### src/sv/lzbd_pkg.sv
`default_nettype none
package lzbd_pkg;

    localparam int HIST_DEPTH = 65536;
    localparam int HIST_AW = $clog2(HIST_DEPTH);

    localparam int LIMIT_W = 17;
    localparam int COUNT_W = 20;
    localparam int REM_W = 11;
    localparam int POS_W = 16;

    localparam logic [LIMIT_W-1:0] DEPTH_LIMIT = LIMIT_W'(HIST_DEPTH);
    localparam logic [LIMIT_W-1:0] LIMIT_RESET = 17'h10000;
    localparam logic [COUNT_W-1:0] COUNT_MAX = 20'hFFFFF;

    localparam logic [1:0] MODE_FEED = 2'd0;
    localparam logic [1:0] MODE_DRAW = 2'd1;
    localparam logic [1:0] MODE_END = 2'd2;

    localparam logic [2:0] CMD_LITERAL = 3'd0;
    localparam logic [2:0] CMD_RUN = 3'd1;
    localparam logic [2:0] CMD_PAIR = 3'd2;
    localparam logic [2:0] CMD_INCR = 3'd3;
    localparam logic [2:0] CMD_COPY = 3'd4;
    localparam logic [2:0] CMD_REVCOPY = 3'd5;
    localparam logic [2:0] CMD_BACKCOPY = 3'd6;
    localparam logic [2:0] CMD_EXTENDED = 3'd7;

    localparam logic [7:0] HDR_END = 8'hFF;
    localparam logic [7:0] EXT_CMD_MASK = 8'h1C;
    localparam logic [7:0] LEN_MASK = 8'h1F;

    localparam logic [2:0] ST_RUNNING = 3'd0;
    localparam logic [2:0] ERR_LENGTH = 3'd1;
    localparam logic [2:0] ERR_POSITION = 3'd2;
    localparam logic [2:0] ERR_COPY = 3'd3;
    localparam logic [2:0] ERR_UNDERFLOW = 3'd4;
    localparam logic [2:0] ERR_RESERVED = 3'd5;
    localparam logic [2:0] ERR_TRUNCATED = 3'd6;
    localparam logic [2:0] ST_DONE = 3'd7;

    // One accepted word as it leaves the parser for the history stage.
    typedef struct packed {
        logic                 emit;
        logic                 hist;
        logic                 rev;
        logic                 rd_ok;
        logic [HIST_AW-1:0]   rd_addr;
        logic                 wr_en;
        logic [HIST_AW-1:0]   wr_addr;
        logic [7:0]           lit;
        logic                 need_input;
        logic                 done_res;
        logic [2:0]           error_code;
        logic [COUNT_W-1:0]   consumed_count;
        logic [LIMIT_W-1:0]   out_length;
    } step_t;

    function automatic logic [7:0] reverse8(input logic [7:0] v);
        logic [7:0] r;
        for (int i = 0; i < 8; i++)
        begin
            r[i] = v[7-i];
        end
        return r;
    endfunction

endpackage
`default_nettype wire

### src/sv/lzbd_ctrl.sv
`default_nettype none
module lzbd_ctrl (
    input  wire logic                       clk,
    input  wire logic                       rst_n,
    input  wire logic                       cfg_we,
    input  wire logic [lzbd_pkg::LIMIT_W-1:0] cfg_data,
    input  wire logic                       accept,
    input  wire logic [1:0]                 mode,
    input  wire logic [7:0]                 in_byte,
    output lzbd_pkg::step_t                 step
);
    import lzbd_pkg::*;

    typedef enum logic [2:0] {
        PH_HEADER, PH_EXTLEN, PH_POSHI, PH_POSLO, PH_FILL, PH_EMIT, PH_FINISHED
    } phase_t;

    phase_t               phase_reg, phase_next;
    logic [LIMIT_W-1:0]   wp_reg, wp_next;
    logic [POS_W-1:0]     src_reg, src_next;
    logic [REM_W-1:0]     rem_reg, rem_next;
    logic [2:0]           cmd_reg, cmd_next;
    logic                 tog_reg, tog_next;
    logic [7:0]           f1_reg, f1_next;
    logic [7:0]           f2_reg, f2_next;
    logic [COUNT_W-1:0]   cnt_reg, cnt_next;
    logic [2:0]           status_reg, status_next;
    logic [LIMIT_W-1:0]   limit_cfg_reg;

    logic [LIMIT_W-1:0]   limit;
    logic                 do_start;
    logic [2:0]           s_cmd;
    logic [REM_W-1:0]     s_len;
    logic [1:0]           add_n;
    logic [COUNT_W:0]     cnt_sum;
    logic [COUNT_W:0]     cnt_out;
    logic [LIMIT_W:0]     need_end;
    logic [LIMIT_W:0]     pos_end;
    logic [POS_W-1:0]     pos;
    logic [REM_W-1:0]     ext_len;

    assign limit = (limit_cfg_reg > DEPTH_LIMIT) ? DEPTH_LIMIT : limit_cfg_reg;

    always_comb
    begin
        phase_next = phase_reg;
        wp_next = wp_reg;
        src_next = src_reg;
        rem_next = rem_reg;
        cmd_next = cmd_reg;
        tog_next = tog_reg;
        f1_next = f1_reg;
        f2_next = f2_reg;
        status_next = status_reg;
        do_start = 1'b0;
        s_cmd = in_byte[7:5];
        s_len = REM_W'(in_byte[4:0]) + 1'b1;
        add_n = 2'd0;
        pos = {src_reg[POS_W-1:8], in_byte};
        ext_len = rem_reg + REM_W'(in_byte) + 1'b1;
        need_end = '0;
        pos_end = '0;
        step = '0;

        if (accept && phase_reg != PH_FINISHED)
        begin
            if (mode == MODE_FEED && phase_reg != PH_EMIT)
            begin
                unique case (phase_reg)
                    PH_HEADER:
                    begin
                        if (in_byte == HDR_END)
                        begin
                            status_next = ST_DONE;
                            phase_next = PH_FINISHED;
                        end
                        else if (in_byte[7:5] == CMD_EXTENDED)
                        begin
                            cmd_next = 3'((in_byte & EXT_CMD_MASK) >> 2);
                            rem_next = {1'b0, in_byte[1:0], 8'h00};
                            add_n = 2'd1;
                            phase_next = PH_EXTLEN;
                        end
                        else
                        begin
                            s_len = REM_W'(in_byte & LEN_MASK) + 1'b1;
                            need_end = {1'b0, wp_reg} + (LIMIT_W+1)'(s_len);
                            if (need_end > {1'b0, limit})
                            begin
                                status_next = ERR_LENGTH;
                                phase_next = PH_FINISHED;
                            end
                            else
                            begin
                                add_n = 2'd1;
                                do_start = 1'b1;
                            end
                        end
                    end
                    PH_EXTLEN:
                    begin
                        s_cmd = cmd_reg;
                        s_len = ext_len;
                        need_end = {1'b0, wp_reg} + (LIMIT_W+1)'(ext_len);
                        if (need_end > {1'b0, limit})
                        begin
                            status_next = ERR_LENGTH;
                            phase_next = PH_FINISHED;
                        end
                        else
                        begin
                            add_n = 2'd1;
                            do_start = 1'b1;
                        end
                    end
                    PH_POSHI:
                    begin
                        src_next = {in_byte, 8'h00};
                        phase_next = PH_POSLO;
                    end
                    PH_POSLO:
                    begin
                        pos_end = (LIMIT_W+1)'(pos) + (LIMIT_W+1)'(rem_reg);
                        if ({1'b0, pos} >= limit)
                        begin
                            status_next = ERR_POSITION;
                            phase_next = PH_FINISHED;
                        end
                        else
                        begin
                            add_n = 2'd2;
                            src_next = pos;
                            if ((cmd_reg == CMD_COPY || cmd_reg == CMD_REVCOPY) &&
                                pos_end > {1'b0, limit})
                            begin
                                status_next = ERR_COPY;
                                phase_next = PH_FINISHED;
                            end
                            else if (cmd_reg == CMD_BACKCOPY &&
                                     (POS_W+1)'(pos) + 1'b1 < (POS_W+1)'(rem_reg))
                            begin
                                status_next = ERR_UNDERFLOW;
                                phase_next = PH_FINISHED;
                            end
                            else if (cmd_reg == CMD_EXTENDED)
                            begin
                                status_next = ERR_RESERVED;
                                phase_next = PH_FINISHED;
                            end
                            else
                            begin
                                phase_next = PH_EMIT;
                            end
                        end
                    end
                    PH_FILL:
                    begin
                        if (cmd_reg == CMD_PAIR)
                        begin
                            if (!tog_reg)
                            begin
                                f1_next = in_byte;
                                tog_next = 1'b1;
                            end
                            else
                            begin
                                f2_next = in_byte;
                                tog_next = 1'b0;
                                add_n = 2'd2;
                                phase_next = PH_EMIT;
                            end
                        end
                        else
                        begin
                            f1_next = in_byte;
                            add_n = 2'd1;
                            phase_next = PH_EMIT;
                        end
                    end
                    default:
                    begin
                    end
                endcase

                if (do_start)
                begin
                    cmd_next = s_cmd;
                    rem_next = s_len;
                    tog_next = 1'b0;
                    need_end = {1'b0, wp_reg} + (LIMIT_W+1)'({s_len, 1'b0});
                    if (s_cmd == CMD_PAIR && need_end > {1'b0, limit})
                    begin
                        status_next = ERR_LENGTH;
                        phase_next = PH_FINISHED;
                    end
                    else if (s_cmd >= CMD_COPY)
                    begin
                        phase_next = PH_POSHI;
                    end
                    else
                    begin
                        phase_next = PH_FILL;
                    end
                end
            end
            else if (mode == MODE_DRAW && phase_reg == PH_EMIT)
            begin
                step.emit = 1'b1;
                step.wr_en = wp_reg < DEPTH_LIMIT;
                step.wr_addr = wp_reg[HIST_AW-1:0];
                step.rd_addr = src_reg[HIST_AW-1:0];
                // Entries at or beyond the write pointer were never written since reset.
                step.rd_ok = ({1'b0, src_reg} < wp_reg) && ({1'b0, src_reg} < DEPTH_LIMIT);
                rem_next = rem_reg - 1'b1;
                unique case (cmd_reg)
                    CMD_LITERAL, CMD_RUN:
                    begin
                        step.lit = f1_reg;
                    end
                    CMD_PAIR:
                    begin
                        step.lit = tog_reg ? f2_reg : f1_reg;
                        rem_next = tog_reg ? rem_reg - 1'b1 : rem_reg;
                        tog_next = ~tog_reg;
                    end
                    CMD_INCR:
                    begin
                        step.lit = f1_reg;
                        f1_next = f1_reg + 1'b1;
                    end
                    CMD_COPY, CMD_REVCOPY:
                    begin
                        step.hist = 1'b1;
                        step.rev = (cmd_reg == CMD_REVCOPY);
                        src_next = src_reg + 1'b1;
                    end
                    CMD_BACKCOPY:
                    begin
                        step.hist = 1'b1;
                        src_next = src_reg - 1'b1;
                    end
                    default:
                    begin
                        rem_next = '0;
                    end
                endcase
                wp_next = wp_reg + 1'b1;
                if (rem_next == '0)
                begin
                    phase_next = PH_HEADER;
                end
                else if (cmd_reg == CMD_LITERAL)
                begin
                    phase_next = PH_FILL;
                end
            end
            else if (mode == MODE_END && phase_reg != PH_EMIT)
            begin
                phase_next = PH_FINISHED;
                if (phase_reg == PH_HEADER || (phase_reg == PH_FILL && cmd_reg == CMD_LITERAL))
                begin
                    status_next = ST_DONE;
                end
                else
                begin
                    status_next = ERR_TRUNCATED;
                end
            end
        end

        cnt_sum = {1'b0, cnt_reg} + (COUNT_W+1)'(add_n);
        cnt_next = (cnt_sum > {1'b0, COUNT_MAX}) ? COUNT_MAX : cnt_sum[COUNT_W-1:0];
        cnt_out = {1'b0, cnt_next} + 1'b1;

        step.need_input = (phase_next != PH_EMIT) && (phase_next != PH_FINISHED);
        step.done_res = (status_next == ST_DONE);
        step.error_code = (status_next == ST_DONE) ? ST_RUNNING : status_next;
        step.consumed_count = (cnt_out > {1'b0, COUNT_MAX}) ? COUNT_MAX
                                                           : cnt_out[COUNT_W-1:0];
        step.out_length = wp_next;
    end

    always_ff @(posedge clk or negedge rst_n)
    begin
        if (!rst_n)
        begin
            phase_reg <= PH_HEADER;
            wp_reg <= '0;
            src_reg <= '0;
            rem_reg <= '0;
            cmd_reg <= CMD_LITERAL;
            tog_reg <= 1'b0;
            f1_reg <= '0;
            f2_reg <= '0;
            cnt_reg <= '0;
            status_reg <= ST_RUNNING;
            limit_cfg_reg <= LIMIT_RESET;
        end
        else
        begin
            phase_reg <= phase_next;
            wp_reg <= wp_next;
            src_reg <= src_next;
            rem_reg <= rem_next;
            cmd_reg <= cmd_next;
            tog_reg <= tog_next;
            f1_reg <= f1_next;
            f2_reg <= f2_next;
            cnt_reg <= cnt_next;
            status_reg <= status_next;
            if (cfg_we)
            begin
                limit_cfg_reg <= cfg_data;
            end
        end
    end

    a_finish_holds: assert property (@(posedge clk) disable iff (!rst_n)
        phase_reg == PH_FINISHED |=> phase_reg == PH_FINISHED && $stable(status_reg))
        else $error("finished decoder left its final state");
    a_status_final: assert property (@(posedge clk) disable iff (!rst_n)
        (status_reg != ST_RUNNING) == (phase_reg == PH_FINISHED))
        else $error("status and phase disagree");
    a_wp_bound: assert property (@(posedge clk) disable iff (!rst_n)
        step.emit |-> wp_reg < limit)
        else $error("emit past output limit");
endmodule
`default_nettype wire

### config.mk
export PLATFORM = sky130hd
export DESIGN_NAME = lzbd_ctrl
export DESIGN_NICKNAME = d
export VERILOG_FILES = /design/src/sv/lzbd_pkg.sv /design/src/sv/lzbd_ctrl.sv
export SDC_FILE = /design/constraint.sdc
export NUM_CORES = 1
export LEC_CHECK = 0
export CAP_MARGIN = 10
export CORE_MARGIN = 2
export CORE_UTILIZATION = 50
export DETAILED_ROUTE_END_ITERATION = 12
export DONT_BUFFER_PORTS = 1
export SYNTH_ARGS = -nofsm -noshare
export SYNTH_HDL_FRONTEND = slang
export SYNTH_SLANG_ARGS = --single-unit
### constraint.sdc
create_clock -name clk -period 9.88 [get_ports clk]
set_clock_uncertainty 0.1 [all_clocks]
set_input_delay 0 -clock clk [delete_from_list [all_inputs] [get_ports clk]]
set_output_delay 0 -clock clk [all_outputs]
set_load 0.02 [all_outputs]
==> results of run 1 <==
kinds of logic after synthesis:
group,share of synthesized area
and+or+nand+nor,0.2399
AOI/OAI and AO/OA,0.2191
adders and majority gates,0.1773
buffers and inverters,0.04715
xor gates and xnor gates,0.07410
DFF,0.2060
muxes,0.03647
worst max-delay path, delay by kind of cell, from the launching register on:
family	cells	cell delay, ns
simple gates	16	3.38
buf+inv	3	0.51
xor+xnor	2	0.30
fa+ha+maj	7	1.78
flops	1	0.44
compound gates	14	2.39
area by class of cell:
type                            instances  area (um^2)
Timing Repair Buffer                   68        608.1
Antenna cell                            1        2.502
Clock buffer                           10        229.0
Fill cell                            2503        11680
Inverter                               90        337.8
Tap cell                              335        419.2
Sequential cell                       107         2679
Clock inverter                          6        52.55
Multi-Input combinational cell       1413         9758
how the worst max path moves through the flow:
| stage | startpoint | endpoint | cells after the start |
|---|---|---|---|
| floorplan | rem_reg[0]$_DFFE_PN0P_ | step[19] | 45 |
| global placement | rem_reg[0]$_DFFE_PN0P_ | step[32] | 40 |
| detailed placement | rem_reg[0]$_DFFE_PN0P_ | step[32] | 40 |
| CTS | in_byte[0] | step[20] | 42 |
| global route | rem_reg[0]$_DFFE_PN0P_ | step[20] | 42 |
| finish | rem_reg[0]$_DFFE_PN0P_ | step[20] | 42 |
layer usage:
metal  part of all wire  up-vias  GRT usage
met4              0.046        0     0.1486
met5                  0        -          0
li1                   -     6161          -
met2               0.43      552     0.5116
met3              0.079      118    0.05569
met1               0.44     6108     0.4560
metrics by stage:
stage / instances / utilization / instance area, um^2
final: 2030 / 0.5467 / 14090
after global routing: 2029 / 0.5466 / 14080
after CTS: 2029 / 0.5452 / 14050
after detailed placement: 1980 / 0.5210 / 13420
after global placement: 1980 / 0.5210 / 13420
after floorplan: 1676 / - / 13000
placed cells by master, fill, tap and decap left out, types with 7 or more instances in the layout:
| master | synthesis | layout |
|---|---|---|
| nand4_1 | 30 | 30 |
| dlygate4sd3_1 | 0 | 29 |
| o21ai_0 | 91 | 89 |
| and4_1 | 8 | 8 |
| o22ai_1 | 11 | 11 |
| and2_1 | 9 | 9 |
| nor2_1 | 175 | 175 |
| a211oi_1 | 18 | 16 |
| inv_1 | 84 | 84 |
| nor2b_1 | 26 | 26 |
| a31oi_1 | 38 | 38 |
| fa_1 | 7 | 7 |
| o21a_1 | 21 | 20 |
| xnor2_1 | 94 | 93 |
| o22a_1 | 7 | 7 |
| mux2i_1 | 8 | 8 |
| a22oi_1 | 14 | 14 |
| nor3b_1 | 11 | 11 |
| o31ai_1 | 8 | 8 |
| nand2_1 | 162 | 162 |
| ha_1 | 173 | 173 |
| buf_4 | 3 | 37 |
| or3_1 | 8 | 8 |
| o21ai_1 | 8 | 9 |
| clkbuf_16 | 0 | 9 |
| and3_1 | 35 | 35 |
| nor3_1 | 43 | 42 |
| xor2_1 | 16 | 16 |
| a21o_1 | 29 | 29 |
| nor4_1 | 17 | 17 |
| dfrtp_1 | 106 | 106 |
| mux2_2 | 35 | 35 |
| nand2b_1 | 17 | 17 |
| o211ai_1 | 8 | 8 |
| o221ai_1 | 7 | 7 |
| a21oi_1 | 103 | 102 |
| nand3_1 | 73 | 73 |
| o21bai_1 | 12 | 12 |
power by group:
group,total [W],switching (W),internal [W]
Clock,0.000376,0.000199,0.000177
Combinational,0.00229,0.00132,0.000963
Sequential,0.000783,0.000236,0.000547
Total,0.00344,0.00176,0.00169
timing repair:
action                                 4_1_cts  5_1_grt
hold buffers                                31        0
gates resized for setup                      0       10
setup buffers                                2        0
setup endpoints to repair                   17       20
endpoints found under the hold margin      168        0
pin swaps                                    1        0
==> results.json, run 1 <==
{
  "p_per_area_mw_per_mm2": 244.5,
  "grt_pass1_vias": 12190,
  "finalCritPeriodShare": 0.9394,
  "peakVddDrop_mv": 0.1358,
  "min_delay_worst_endpoint": "phase_reg[2]$_DFF_PN0_",
  "setup_viol": 0,
  "post-route-worst-setup-slack_ns": 0.5984,
  "synth.yosys.warnings": 0,
  "grt_pass1_wl_mm": 69.42,
  "post_synth_main_area_contributors": "dfrtp_1 20%, ha_1 17%, xnor2_1 6.3%",
  "pin_count": 118,
  "clock_tree.root_cell": "clkbuf_16",
  "grt_overflow_total": 0,
  "synth_nets": 1887,
  "post-synth-top-area-cell": "dfrtp_1",
  "drv_cap": 0,
  "hold_slack_ns": 0.02846,
  "cts_tree": "yes",
  "power_w": 0.003445,
  "drtIter0Drc": 1129,
  "routed_wirelength_mm": 44.90,
  "chipWidth_um": 165.3,
  "outcome": "complete, no violations",
  "synthArstFlopShare": 1.000,
  "synth_area_mm2": 0.01300,
  "detailedPlace.worstSlack_ns": 0.3605,
  "hold_class": "input pin to register",
  "fp.dieArea_mm2": 0.02731,
  "avgViaCountPerCell": 6.374,
  "synth-seq-cells": 107,
  "die_height_um": 165.3,
  "vias": 12940,
  "grt_max_degree": 108,
  "clock_path_buffers": 2,
  "grt_antenna_before_repair": 1,
  "cts.sinks": 107,
  "total_core_area_mm2": 0.02576,
  "path_max_fanout": 16,
  "floorplan.initialDensity": 0.5047,
  "drcViolationCount": 0,
  "area_growth_syn_to_layout_pct": 8.333,
  "synth_edf_count": 0,
  "row_count": 59,
  "critical_path.most_common_cell": "ha_1",
  "r2r-end": "status_reg[1]$_DFF_PN0_",
  "worst_hold_path.num_cells": 3,
  "htree_levels": 3,
  "place_hpwl_mm": 34.09,
  "ys_dominant_reg_cell": "dfrtp_1",
  "path_class": "register to primary output",
  "start_kind": "register",
  "timing.final.crit_period_ns": 9.282,
  "synth-seq-area-share": 0.2060,
  "r2r-start": "phase_reg[0]$_DFF_PN0_",
  "finalMaxSlewViolations": 0,
  "critical_hold_path_startpoint": "mode[0]",
  "syn_area_per_cell_um2": 7.758,
  "yosys-top-cells-count": "175 x nor2_1, 173 x ha_1, 162 x nand2_1",
  "yosysUniqueCellTypes": 84,
  "final_antenna_net_count": 0,
  "worst-slew-pin-transition_ns": 1.105,
  "worst_r2r_path_depth": 20,
  "buffer_ports.inserted": 0,
  "power.static_leakage_nw": 6.138,
  "place_congestion": 0.9353,
  "post-synth-top-count-cell": "nor2_1",
  "post_route_cells_drive_above_1_share": 0.06789,
  "detailedRoute.firstPassIterationCount": 7,
  "cts_made_buffers": 9,
  "crit_required_ns": 9.78,
  "critical-path-max-stage-delay_ns": 0.44,
  "slew_headroom": 0.2604,
  "rrSetupSlack_ns": 2.48,
  "share_of_the_synthesized_area_in_the_top_cell_type": 0.2040,
  "clk_transition_reported_paths_ns": 0.09,
  "largest_register_ff_count": 20,
  "worst_ep_arrival_time_ns": 9.18,
  "routedWlPerCell_um": 22.12,
  "critical_path_top_delay_cell": "dfrtp_1",
  "postSynthCellCount": 1676,
  "fin_tns_setup_ns": 0,
  "critPathCaptureType": "primary output",
  "clock_latency_ns": 0.37,
  "count_of_final_hold_check_violations": 0,
  "num-nets-final": 1900,
  "fmax_ghz": 0.1077,
  "overall_global_routing_usage": 0.3321
}
(Power assumes the default switching activity.)
==> run 2: changes to the inputs <==
--- a/config.mk
+++ b/config.mk
@@ -6,10 +6,13 @@
 export NUM_CORES = 1
 export LEC_CHECK = 0
 export CAP_MARGIN = 10
+export CELL_PAD_IN_SITES_DETAIL_PLACEMENT = 2
+export CELL_PAD_IN_SITES_GLOBAL_PLACEMENT = 2
 export CORE_MARGIN = 2
-export CORE_UTILIZATION = 50
+export CORE_UTILIZATION = 39
 export DETAILED_ROUTE_END_ITERATION = 12
 export DONT_BUFFER_PORTS = 1
+export PLACE_DENSITY_LB_ADDON = 0.1
 export SYNTH_ARGS = -nofsm -noshare
 export SYNTH_HDL_FRONTEND = slang
 export SYNTH_SLANG_ARGS = --single-unit
==> constraint.sdc (replaced) <==
create_clock -name clk -period 10.2 [get_ports clk]
set_clock_uncertainty 0.1 [all_clocks]
set_input_delay 0 -clock clk [delete_from_list [all_inputs] [get_ports clk]]
set_output_delay 0 -clock clk [all_outputs]
set_load 0.02 [all_outputs]
==> run 2 against run 1 <==
Compared with the run above:
- sequential share of layout area decreased by 0.29 points
- wire length increased by 29%
- clock power increased by 20%
- die area increased by 27%
- final area increased by 1.6%
- register-to-register slack got worse by 0.02 ns
- largest cell class unchanged
==> results.json, run 2 (synthesis gave the netlist of run 1 again) <==
{
  "multiInputGateArea_mm2": 0.009747,
  "critical-path-max-stage-delay_ns": 0.45,
  "fmax_ghz": 0.1045,
  "total_core_area_mm2": 0.03270,
  "avgViaCountPerCell": 6.320,
  "htree_levels": 3,
  "fp.dieArea_mm2": 0.03482,
  "grt_pass1_vias": 14320,
  "power_w": 0.003621,
  "count_of_final_hold_check_violations": 0,
  "start_kind": "register",
  "clock_tree.root_cell": "clkbuf_16",
  "cts_tree": "yes",
  "grt_overflow_total": 0,
  "largest_register_ff_count": 20,
  "finalMaxSlewViolations": 0,
  "worst_ep_arrival_time_ns": 9.47,
  "power.static_leakage_nw": 6.189,
  "post-route-util": 0.4374,
  "clock_latency_ns": 0.40,
  "drtIter0Drc": 920,
  "buffer_ports.inserted": 0,
  "register_cell_area_after_layout_mm2": 0.002679,
  "die_height_um": 186.6,
  "place_congestion": 0.9257,
  "grt_antenna_before_repair": 0,
  "layout_common_cells": "175 x nor2_1, 172 x ha_1, 162 x nand2_1, 106 x dfrtp_1, 103 x a21oi_1",
  "finalCritPeriodShare": 0.9384,
  "chipWidth_um": 186.6,
  "crit_required_ns": 10.10,
  "overall_global_routing_usage": 0.3310,
  "hold_class": "input pin to register",
  "num-nets-final": 1904,
  "post_route_cells_drive_above_1_share": 0.07008,
  "critical_path.most_common_cell": "a21oi_1",
  "p_per_area_mw_per_mm2": 253.1,
  "routed_wirelength_mm": 57.99,
  "worst-slew-pin-transition_ns": 1.168,
  "area_growth_syn_to_layout_pct": 10.02,
  "path_max_fanout": 7,
  "routedWlPerCell_um": 27.10,
  "clock_path_buffers": 2,
  "slew_headroom": 0.2186,
  "hold_slack_ns": 0.02346,
  "floorplan.initialDensity": 0.3976,
  "cts_made_buffers": 9,
  "fin_tns_setup_ns": 0,
  "cts.sinks": 107,
  "final_common_cell": "nor2_1",
  "critPathCaptureType": "primary output",
  "setup_viol": 0,
  "timing.final.crit_period_ns": 9.571,
  "place_hpwl_mm": 42.91,
  "row_count": 66,
  "antenna_cells": 0,
  "outcome": "complete, no violations",
  "drcViolationCount": 0,
  "critical_path_top_delay_cell": "a21oi_1",
  "grt_max_degree": 108,
  "drv_cap": 0,
  "clk_transition_reported_paths_ns": 0.08,
  "detailedPlace.worstSlack_ns": 0.06360,
  "post-route-worst-setup-slack_ns": 0.6286,
  "fill_cells": 3761,
  "peakVddDrop_mv": 0.1563,
  "grt_pass1_wl_mm": 89.16,
  "detailedRoute.firstPassIterationCount": 5,
  "final_antenna_net_count": 0,
  "path_class": "register to primary output",
  "pin_count": 118,
  "vias": 13530
}
==> run 2: cell types whose count changed in the layout (fill, tap and decap cells not counted), moves of 2 or more <==
cell | previous run | this run
inv_6 | 3 | 1
clkinv_4 | 0 | 3
clkinvlp_4 | 2 | 0
bufinv_16 | 0 | 3
buf_4 | 37 | 41
==> run 2: metrics by stage <==
stage               std cells  cell area [um^2]
finish                   2140             14310
global route             2140             14310
CTS                      2139             14270
detailed placement       2091             13590
global placement         2091             13590
floorplan                1676             13000
==> run 2: power breakdown <==
| part | internal, W | total [W] | leakage, nW | switching, W |
|---|---|---|---|---|
| sequential | 0.000530 | 0.000756 | 1.30 | 0.000226 |
| clock | 0.000243 | 0.000450 | 0.170 | 0.000207 |
| combinational | 0.000957 | 0.00241 | 4.71 | 0.00146 |
==> run 2: path summary, 6_finish.rpt <==
kind	start	to	slack [ns]	depth (start not counted)
max in group asynchronous	rst_n	cmd_reg[0]$_DFFE_PN0P_	9.27	2
min in group asynchronous	rst_n	wp_reg[7]$_DFF_PN0_	0.08	2
max	rem_reg[0]$_DFFE_PN0P_	step[35]	0.63	41
min	mode[0]	phase_reg[2]$_DFF_PN0_	0.02	3
min reg2reg	f2_reg[3]$_DFFE_PN0P_	f2_reg[3]$_DFFE_PN0P_	0.42	1
max reg2reg	rem_reg[0]$_DFFE_PN0P_	cnt_reg[11]$_DFF_PN0_	2.46	30
==> run 2: worst max-delay path, delay by kind of cell (launching register included) <==
kind,cells,cell delay (ns)
adder cells (fa/ha/maj),7,1.96
XOR/XNOR,1,0.20
buffers and inverters,3,0.47
AO/OA/AOI/OAI,16,3.02
flip-flops,1,0.44
AND/OR/NAND/NOR,14,2.97
==> run 2: area by class of cell <==
cell class                 count  share of cell area
multi-input combinational   1413              0.6814
sequential                   107              0.1873
timing repair buffer          72             0.04461
tap                          442             0.03866
inverter                      90             0.02362
clock buffer                   9             0.01574
clock inverter                 7            0.008747
==> run 2: routing by layer <==
metal  global-route usage  vias up  part of all wire
li1                     -     6140                 -
met1               0.4610     6967              0.48
met2               0.5329      340              0.45
met3              0.04345       78             0.045
met4               0.1016        0             0.027
met5                    0        -                 0
==> run 2: what timing repair did <==
action                                  CTS  global route
gates cloned                              0             0
pin swaps                                 1             1
resized for setup                         0             8
hold endpoints to repair                168             0
endpoints found under the setup margin   17            20
hold buffers                             31             0
setup buffers                             1             1
